## src/sv/sctne_pkg.sv

```systemverilog
// Shared codes and control/status types of the shape cost table.
package sctne_pkg;

	localparam logic [1:0] MODE_APPEND = 2'd0;
	localparam logic [1:0] MODE_TOTAL  = 2'd1;
	localparam logic [1:0] MODE_UPLOAD = 2'd2;

	localparam logic [1:0] ST_OK      = 2'd0;
	localparam logic [1:0] ST_INVALID = 2'd1;
	localparam logic [1:0] ST_FULL    = 2'd2;

	localparam logic [1:0] KIND_MISS  = 2'd0;
	localparam logic [1:0] KIND_EXACT = 2'd1;
	localparam logic [1:0] KIND_NEAR  = 2'd2;

	localparam logic [3:0] MOP_RI_Q = 4'd0;
	localparam logic [3:0] MOP_WANT = 4'd1;
	localparam logic [3:0] MOP_RI_R = 4'd2;
	localparam logic [3:0] MOP_HAVE = 4'd3;
	localparam logic [3:0] MOP_X1   = 4'd4;
	localparam logic [3:0] MOP_X2   = 4'd5;
	localparam logic [3:0] MOP_ARR  = 4'd6;
	localparam logic [3:0] MOP_NC   = 4'd7;
	localparam logic [3:0] MOP_RC   = 4'd8;
	localparam logic [3:0] MOP_IC   = 4'd9;
	localparam logic [3:0] MOP_UPL  = 4'd10;

	localparam logic [2:0] SV_NONE     = 3'd0;
	localparam logic [2:0] SV_WANT     = 3'd1;
	localparam logic [2:0] SV_HAVE     = 3'd2;
	localparam logic [2:0] SV_TMP      = 3'd3;
	localparam logic [2:0] SV_ACC      = 3'd4;
	localparam logic [2:0] SV_ACC_ADD  = 3'd5;
	localparam logic [2:0] SV_ACC_ADD4 = 3'd6;

	localparam logic [1:0] TS_ZERO  = 2'd0;
	localparam logic [1:0] TS_TOTAL = 2'd1;
	localparam logic [1:0] TS_NEAR  = 2'd2;
	localparam logic [1:0] TS_QUOT  = 2'd3;

	typedef struct packed {
		logic       latch;
		logic       append_wr;
		logic       mul_go;
		logic [3:0] mul_op;
		logic [2:0] save;
		logic       div_go;
		logic       div_upl;
		logic       rd_go;
		logic       rd_best;
		logic       take_best;
		logic       idx_clr;
		logic       idx_inc;
		logic       res_ld;
		logic [1:0] res_status;
		logic [1:0] res_kind;
		logic [1:0] res_tsel;
	} sctne_cmd_t;

	typedef struct packed {
		logic [1:0] mode;
		logic       app_bad;
		logic       q_bad;
		logic       full;
		logic       cnt_zero;
		logic       idx_last;
		logic       fmatch;
		logic       exact;
		logic       class_ok;
		logic       better;
		logic       upl_known;
		logic       mul_busy;
		logic       div_busy;
		logic       out_free;
	} sctne_sts_t;

endpackage

```

## src/sv/sctne_ctrl.sv

```systemverilog
// Controller: sequences appends, the table scan and the final estimate.
module sctne_ctrl (
	input  logic                  clk,
	input  logic                  arst_n,
	input  logic                  in_valid,
	output logic                  in_ready,
	input  sctne_pkg::sctne_sts_t sts,
	output sctne_pkg::sctne_cmd_t cmd
);
	import sctne_pkg::*;

	localparam logic [4:0] S_IDLE = 5'd0;
	localparam logic [4:0] S_DEC  = 5'd1;
	localparam logic [4:0] S_W1   = 5'd2;
	localparam logic [4:0] S_W2   = 5'd3;
	localparam logic [4:0] S_RD   = 5'd4;
	localparam logic [4:0] S_CHK  = 5'd5;
	localparam logic [4:0] S_H1   = 5'd6;
	localparam logic [4:0] S_H2   = 5'd7;
	localparam logic [4:0] S_CMPX = 5'd8;
	localparam logic [4:0] S_X1   = 5'd9;
	localparam logic [4:0] S_X2   = 5'd10;
	localparam logic [4:0] S_NXT  = 5'd11;
	localparam logic [4:0] S_FIN  = 5'd12;
	localparam logic [4:0] S_FRD  = 5'd13;
	localparam logic [4:0] S_T1   = 5'd14;
	localparam logic [4:0] S_T2   = 5'd15;
	localparam logic [4:0] S_U1   = 5'd16;
	localparam logic [4:0] S_U2   = 5'd17;
	localparam logic [4:0] S_U3   = 5'd18;
	localparam logic [4:0] S_U4   = 5'd19;
	localparam logic [4:0] S_U5   = 5'd20;
	localparam logic [4:0] S_U6   = 5'd21;
	localparam logic [4:0] S_DONE = 5'd22;

	logic [4:0] state_q, state_d;
	logic [1:0] kind_q, kind_d;
	logic [1:0] rs_status_q, rs_status_d, rs_kind_q, rs_kind_d, rs_tsel_q, rs_tsel_d;

	always_comb begin
		state_d     = state_q;
		kind_d      = kind_q;
		rs_status_d = rs_status_q;
		rs_kind_d   = rs_kind_q;
		rs_tsel_d   = rs_tsel_q;
		cmd         = '0;
		in_ready    = 1'b0;
		unique case (state_q)
			S_IDLE: begin
				in_ready  = 1'b1;
				cmd.latch = in_valid;
				kind_d    = KIND_MISS;
				if (in_valid) begin
					state_d = S_DEC;
				end
			end
			S_DEC: begin
				rs_kind_d = KIND_MISS;
				rs_tsel_d = TS_ZERO;
				if (sts.mode == MODE_APPEND) begin
					state_d = S_DONE;
					if (sts.app_bad) begin
						rs_status_d = ST_INVALID;
					end else if (sts.full) begin
						rs_status_d = ST_FULL;
					end else begin
						rs_status_d   = ST_OK;
						cmd.append_wr = 1'b1;
					end
				end else if (sts.q_bad) begin
					rs_status_d = ST_INVALID;
					state_d     = S_DONE;
				end else begin
					rs_status_d = ST_OK;
					cmd.mul_go  = 1'b1;
					cmd.mul_op  = MOP_RI_Q;
					state_d     = S_W1;
				end
			end
			S_W1: begin
				if (!sts.mul_busy) begin
					cmd.mul_go = 1'b1;
					cmd.mul_op = MOP_WANT;
					state_d    = S_W2;
				end
			end
			S_W2: begin
				if (!sts.mul_busy) begin
					cmd.save    = SV_WANT;
					cmd.idx_clr = 1'b1;
					state_d     = sts.cnt_zero ? S_FIN : S_RD;
				end
			end
			S_RD: begin
				cmd.rd_go = 1'b1;
				state_d   = S_CHK;
			end
			S_CHK: begin
				if (!sts.fmatch) begin
					state_d = S_NXT;
				end else if (sts.exact) begin
					kind_d        = KIND_EXACT;
					cmd.take_best = 1'b1;
					state_d       = S_FIN;
				end else if (!sts.class_ok) begin
					state_d = S_NXT;
				end else begin
					cmd.mul_go = 1'b1;
					cmd.mul_op = MOP_RI_R;
					state_d    = S_H1;
				end
			end
			S_H1: begin
				if (!sts.mul_busy) begin
					cmd.mul_go = 1'b1;
					cmd.mul_op = MOP_HAVE;
					state_d    = S_H2;
				end
			end
			S_H2: begin
				if (!sts.mul_busy) begin
					cmd.save = SV_HAVE;
					state_d  = S_CMPX;
				end
			end
			S_CMPX: begin
				if (kind_q == KIND_MISS) begin
					kind_d        = KIND_NEAR;
					cmd.take_best = 1'b1;
					state_d       = S_NXT;
				end else begin
					cmd.mul_go = 1'b1;
					cmd.mul_op = MOP_X1;
					state_d    = S_X1;
				end
			end
			S_X1: begin
				if (!sts.mul_busy) begin
					cmd.save   = SV_TMP;
					cmd.mul_go = 1'b1;
					cmd.mul_op = MOP_X2;
					state_d    = S_X2;
				end
			end
			S_X2: begin
				if (!sts.mul_busy) begin
					cmd.take_best = sts.better;
					state_d       = S_NXT;
				end
			end
			S_NXT: begin
				if (sts.idx_last) begin
					state_d = S_FIN;
				end else begin
					cmd.idx_inc = 1'b1;
					state_d     = S_RD;
				end
			end
			S_FIN: begin
				if (kind_q == KIND_MISS) begin
					state_d = S_DONE;
				end else begin
					cmd.rd_best = 1'b1;
					state_d     = S_FRD;
				end
			end
			S_FRD: begin
				rs_kind_d = kind_q;
				if (sts.mode == MODE_TOTAL) begin
					if (kind_q == KIND_EXACT) begin
						rs_tsel_d = TS_TOTAL;
						state_d   = S_DONE;
					end else begin
						cmd.mul_go = 1'b1;
						cmd.mul_op = MOP_ARR;
						state_d    = S_T1;
					end
				end else if (!sts.upl_known) begin
					state_d = S_DONE;
				end else begin
					cmd.mul_go = 1'b1;
					cmd.mul_op = MOP_RI_R;
					state_d    = S_U1;
				end
			end
			S_T1: begin
				if (!sts.mul_busy) begin
					cmd.div_go = 1'b1;
					state_d    = S_T2;
				end
			end
			S_T2: begin
				if (!sts.div_busy) begin
					rs_tsel_d = TS_NEAR;
					state_d   = S_DONE;
				end
			end
			S_U1: begin
				if (!sts.mul_busy) begin
					cmd.save   = SV_ACC;
					cmd.mul_go = 1'b1;
					cmd.mul_op = MOP_NC;
					state_d    = S_U2;
				end
			end
			S_U2: begin
				if (!sts.mul_busy) begin
					cmd.save   = SV_ACC_ADD;
					cmd.mul_go = 1'b1;
					cmd.mul_op = MOP_RC;
					state_d    = S_U3;
				end
			end
			S_U3: begin
				if (!sts.mul_busy) begin
					cmd.save   = SV_ACC_ADD4;
					cmd.mul_go = 1'b1;
					cmd.mul_op = MOP_IC;
					state_d    = S_U4;
				end
			end
			S_U4: begin
				if (!sts.mul_busy) begin
					cmd.mul_go = 1'b1;
					cmd.mul_op = MOP_UPL;
					state_d    = S_U5;
				end
			end
			S_U5: begin
				if (!sts.mul_busy) begin
					cmd.div_go  = 1'b1;
					cmd.div_upl = 1'b1;
					state_d     = S_U6;
				end
			end
			S_U6: begin
				if (!sts.div_busy) begin
					rs_tsel_d = TS_QUOT;
					state_d   = S_DONE;
				end
			end
			S_DONE: begin
				cmd.res_status = rs_status_q;
				cmd.res_kind   = rs_kind_q;
				cmd.res_tsel   = rs_tsel_q;
				if (sts.out_free) begin
					cmd.res_ld = 1'b1;
					state_d    = S_IDLE;
				end
			end
			default: begin
				state_d = S_IDLE;
			end
		endcase
	end

	always_ff @(posedge clk or negedge arst_n) begin
		if (!arst_n) begin
			state_q     <= S_IDLE;
			kind_q      <= KIND_MISS;
			rs_status_q <= ST_OK;
			rs_kind_q   <= KIND_MISS;
			rs_tsel_q   <= TS_ZERO;
		end else begin
			state_q     <= state_d;
			kind_q      <= kind_d;
			rs_status_q <= rs_status_d;
			rs_kind_q   <= rs_kind_d;
			rs_tsel_q   <= rs_tsel_d;
		end
	end

endmodule

```

## config.mk

```make
export PLATFORM = sky130hd
export DESIGN_NAME = sctne_ctrl
export DESIGN_NICKNAME = d
export VERILOG_FILES = /design/src/sv/sctne_pkg.sv /design/src/sv/sctne_ctrl.sv
export SDC_FILE = /design/constraint.sdc
export NUM_CORES = 1
export LEC_CHECK = 0
export BUFFER_PORTS_ARGS = -buffer_cell sky130_fd_sc_hd__buf_2
export CORE_ASPECT_RATIO = 0.75
export CORE_MARGIN = 3
export CORE_UTILIZATION = 51
export DETAILED_ROUTE_END_ITERATION = 8
export HOLD_SLACK_MARGIN = 0.1
export PLACE_DENSITY = 0.77
export SYNTH_ARGS = -nofsm -noshare
export SYNTH_HDL_FRONTEND = slang
export SYNTH_SLANG_ARGS = --single-unit
export TNS_END_PERCENT = 30
```

## constraint.sdc

```tcl
create_clock -name clk -period 2.5 [get_ports clk]
set_input_delay 0.25 -clock clk [delete_from_list [all_inputs] [get_ports clk]]
set_output_delay 0.25 -clock clk [all_outputs]
set_load 0.05 [all_outputs]
```

After elaboration in Yosys (flattened, before gate mapping) --
Index checks and enable logic that the tools add are counted.
Storage, ports and cells: flip-flop bits (word level) 13, bits in latches 0, memory bits (writable) 0, ROM bits 0, input port bits 18, output and inout bits 25, memories kept 0
Operators by class: add/sub/neg operators 0, multipliers 0, divide/modulo/power cells 0, order comparisons 0, eq/ne operators 46, shift-type cells 0, multiplexer cells 85, bitwise operators 0, reduce and logical (&&, ||, !) cells 10
Operator list (count):
- 5-bit two-way mux | 34
- 5-bit case mux with 22 select lines | 1
- 5-bit case mux with 11 select lines | 1
- 2-bit != test, second input constant | 22
- 5-bit by 4-bit == test with 1-bit output, second input constant | 8
- 5-bit == test, second input constant | 7
- 8-bit two-way mux | 4
- 2-bit two-way mux | 13
- 1-bit two-way mux | 21
- 5-bit by 3-bit == test with 1-bit output, second input constant | 4
- 3-bit case mux with 6 select lines | 1
- 15-bit AND reduction | 1
- 4-bit two-way mux | 3
- 5-bit by 2-bit == test with 1-bit output, second input constant | 2
- 2-bit case mux with 4 select lines | 1
- 7-bit two-way mux | 1
- 2-bit case mux with 3 select lines | 1
- 5-bit by 1-bit == test with 1-bit output, second input constant | 1
- 5-bit logical NOT | 1
- 5-bit AND reduction | 1
- 2-bit by 1-bit == test with 1-bit output, second input constant | 2
- 2-bit logical NOT | 2
- 2-bit case mux with 2 select lines | 1
- 4-bit AND reduction | 1
- other kinds (7) | 7

Depth between registers and ports, before layout --
depth in word-level cells 4, depth in mapped cells 7

Worst setup path before layout --
Ideal clock, no wire load.
path type register -> output, from register state_q[1], to output port cmd[14] in the netlist's numbering, arrival time 2.453 ns, required time 2.250 ns, slack -0.203 ns, cell stages (with the launch flop) 7, path buffers 2, path through dfrtp_1 buf_2 buf_2 xnor2_1 nor2_1 a21oi_1 nor4_1
RTL lines:
- start: declaration | RTL line sctne_ctrl.sv:36 | logic [4:0] state_q, state_d;
- start signal: assignment | RTL line sctne_ctrl.sv:265 | state_q <= state_d;
- end: declaration | RTL line sctne_ctrl.sv:8 | output sctne_pkg::sctne_cmd_t cmd

==> flow_summary.yaml <==
yosys:
  synth-simple-area-share_pct: 37.6
  async_flop_share_pct: 100
  syn_nets: 201
  synth_adder_area_share_pct: 0
  synth_top_family_by_area: "simple AND/OR/NAND/NOR gates"
  synth-seq-area-share_pct: 24.3
  ys_seq_elements: 13
  synth.avg_cell_area_sq_um: 7.31
  ys_warn_count: 0
  synth_compound_area_share_pct: 23.1
  synth_edf_count: 0
  synth-xor-area-share_pct: 1.31
  ys.flop_type: "dfrtp_1"
  synth_cells: 183
  synth_area_sq_mm: 0.00134
  synthDistinctLibCells: 51
  synth.mux.area_fraction_pct: 5.71
placement:
  dp_cells: 258
  hpwl_mm: 3.32
  place_congestion: 0.963
  place_area_sq_mm: 0.00162
  io_buffers: 42
power_and_ir_drop:
  p_sw_mw: 1.16
  peakVddDrop_uv: 676
  power_mw: 2.07
  power_leakage_nw: 0.806
  seqPwrFrac_pct: 22.2
  comb_power_share_pct: 71.5
  cellPowerDensity_mw_per_mm2: 1240
  p_clk_share_pct: 6.4
  p_int_mw: 0.906
  switching_share_pct: 56.2
worst_setup_path:
  arrival_ns: 2.14
  crit_required_ns: 2.25
  cp-end-kind: "primary output"
  critPathKind: "reg2out"
  critPathMaxFanout: 9
  worstSetupStartpointType: "register"
timing:
  hold_viol: 0
  timing.slew.headroom_pct: 75.5
  skew_ns: 0.00340
  finalCriticalPeriod_ns: 2.39
  rsz0062_at_grt: "no"
  finalSetupViolCount: 0
  final.period_utilization_pct: 95.5
  worst_pin_slew_ns: 0.365
  drv_slew: 0
  hold_ws_ns: 0.212
  max_freq_ghz: 0.419
worst_hold_path:
  hold_path_class: "in2reg"
finish:
  n_fill_cell: 225
  fin_util_pct: 69.5
  area_growth_pct: 24.9
  finish.instance_area_sq_mm: 0.00167
  stdcell_count: 263
  nets: 248
  num_antenna_cells: 0
  drive_gt1_share_pct: 32.8
floorplanning:
  die_area_sq_mm: 0.00328
  die_w_um: 65.1
  die_h_um: 50.4
  start_util_pct: 55.7
  design.core.area_sq_mm: 0.00240
  fp-row-count: 15
  ios: 43
clock_network:
  root_buffer: "clkbuf_4"
  clock-sinks: 13
  htreeDepth: 1
  clk_pin_slew_worst_paths_ns: 0.08
  cts_tree: "done"
  cts_buffers: 3
  clock_latency_ns: 0.28
  clk_path_buf_depth: 2
detailed_routing:
  first_iter_violations: 164
  wl_met1_mm: 1.78
  maxUsedRoutingLayer: "met4"
  drc_errors: 0
  wl_met2_mm: 1.91
  routed_via_density: 6.17
  ant_nets: 0
  wire_per_inst_um: 15.8
  wl_met3_um: 435
  routed_wl_mm: 4.15
  dr.pass1.iters: 5
  via_count: 1622
global_route:
  antenna_found_initial: 0
  grt_pass1_vias: 1507
  grt.overflow.total: 0
  grt_max_degree: 21
  grt_use_total_pct: 27.4
  grt_pass1_wl_mm: 7.05
outcome:
  outcome: "completed"
run:
  cap_violations: 0
-- through the flow --
stage	setup slack (ns)	TNS, ns
final	0.112	0
after global routing	0.0104	0
after CTS	0.0887	0
after detailed placement	0.305	0
after global placement	0.358	0
after floorplan	-0.156	-0.352
-- final cells by class --
| type | count | area, sq um | share of cell area, % |
|---|---|---|---|
| flip-flops and latches | 13 | 329 | 19.7 |
| inverters | 9 | 33.8 | 2.02 |
| clock buffers | 3 | 22.5 | 1.35 |
| clock inverters | 1 | 5.00 | 0.300 |
| multi-input cells | 147 | 920 | 55.1 |
| repair buffers | 56 | 318 | 19.0 |
| well taps | 34 | 42.5 | 2.55 |
-- registers in the layout, indices dropped and copies added (netlist names) --
name and cells:
state_q 5, rs_status_q 2, rs_tsel_q 2, kind_q 2, rs_kind_q 2
-- worst paths after layout --
path	endpoint	slack, ns	start	depth (start not counted)
worst max register to register	state_q[4]	0.37	state_q[1]	6
max in group asynchronous	state_q[3]	1.89	arst_n	2
worst min-delay path	kind_q[1]	0.21	sts[7]	2
min in group asynchronous	rs_status_q[0]	0.37	arst_n	2
worst max-delay path	cmd[19]	0.11	state_q[4]	5
worst min register to register	rs_kind_q[0]	0.48	rs_kind_q[0]	2
-- layout by cell type (no fill, tap or decap), drive strengths merged, types with 2 or more instances in the layout --
| cell | count |
|---|---|
| o21ai | 12 |
| o31ai | 3 |
| mux2 | 5 |
| or2 | 3 |
| dfrtp | 13 |
| and3b | 2 |
| nor4b | 2 |
| nor3b | 3 |
| or3 | 3 |
| and2 | 7 |
| nand2b | 5 |
| nor3 | 13 |
| nand2 | 17 |
| clkbuf | 3 |
| a22oi | 2 |
| inv | 9 |
| nand3 | 8 |
| a21oi | 12 |
| mux2i | 2 |
| nor4 | 6 |
| nand4 | 4 |
| nor2 | 14 |
| a311oi | 2 |
| buf | 55 |
-- routing by layer --
metal / GRT usage [%] / up-vias
met3: 5.82 / 6
met2: 45.5 / 88
met5: 0 / -
met4: 4.14 / 0
met1: 37.5 / 757
li1: - / 771
-- power by group through the flow --
stage	Combinational (mW)	Clock (mW)	Sequential (mW)
3_3_place_gp	1.43	0	0.440
4_1_cts	1.46	0.134	0.446
2_1_floorplan	1.18	0	0.356
6_report	1.48	0.131	0.459
5_1_grt	1.62	0.147	0.477
3_5_place_dp	1.46	0	0.448
-- synth_stat cells (all sizes together) (2+ instances only) --
cell / instances / area [sq um]
nand2: 17 / 63.8
nor2: 14 / 52.6
dfrtp: 13 / 325
nor3: 13 / 65.1
a21oi: 12 / 60.1
o21ai: 12 / 60.1
buf: 10 / 57.6
inv: 9 / 33.8
nand3: 8 / 45.0
and2: 7 / 43.8
nor4: 6 / 37.5
mux2: 5 / 56.3
nand2b: 5 / 31.3
clkbuf: 4 / 15.0
nand4: 4 / 25.0
nor3b: 3 / 22.5
o31ai: 3 / 22.5
or2: 3 / 18.8
or3: 3 / 18.8
a22oi: 2 / 15.0
a311oi: 2 / 17.5
and3b: 2 / 17.5
mux2i: 2 / 20.0
nor4b: 2 / 17.5
-- logic make-up (layout without fill, tap and decap cells) --
kind of cell	count (synthesis)	count (layout)
multiplexers	7	7
flip-flops	13	13
AO/OA/AOI/OAI	46	46
XOR/XNOR	2	2
AND/OR/NAND/NOR	92	92
buffers and inverters	23	69
-- worst max-delay path, cell delays in order (launching register included) --
cell     delay (ns)
dfrtp_1        0.49
buf_4          0.22
or3_1          0.45
or2_2          0.34
nand3_1        0.09
buf_2          0.26
-- timing repair --
item                       4_1_cts  5_1_grt
pin swaps                        0        0
setup endpoints to repair        2        4
gates resized for setup          1        4
cloned                           0        0
hold endpoints to repair        13        0
setup buffers                    0        0
hold buffers                     1        0
Note: power is estimated with default switching activity, not from simulation.
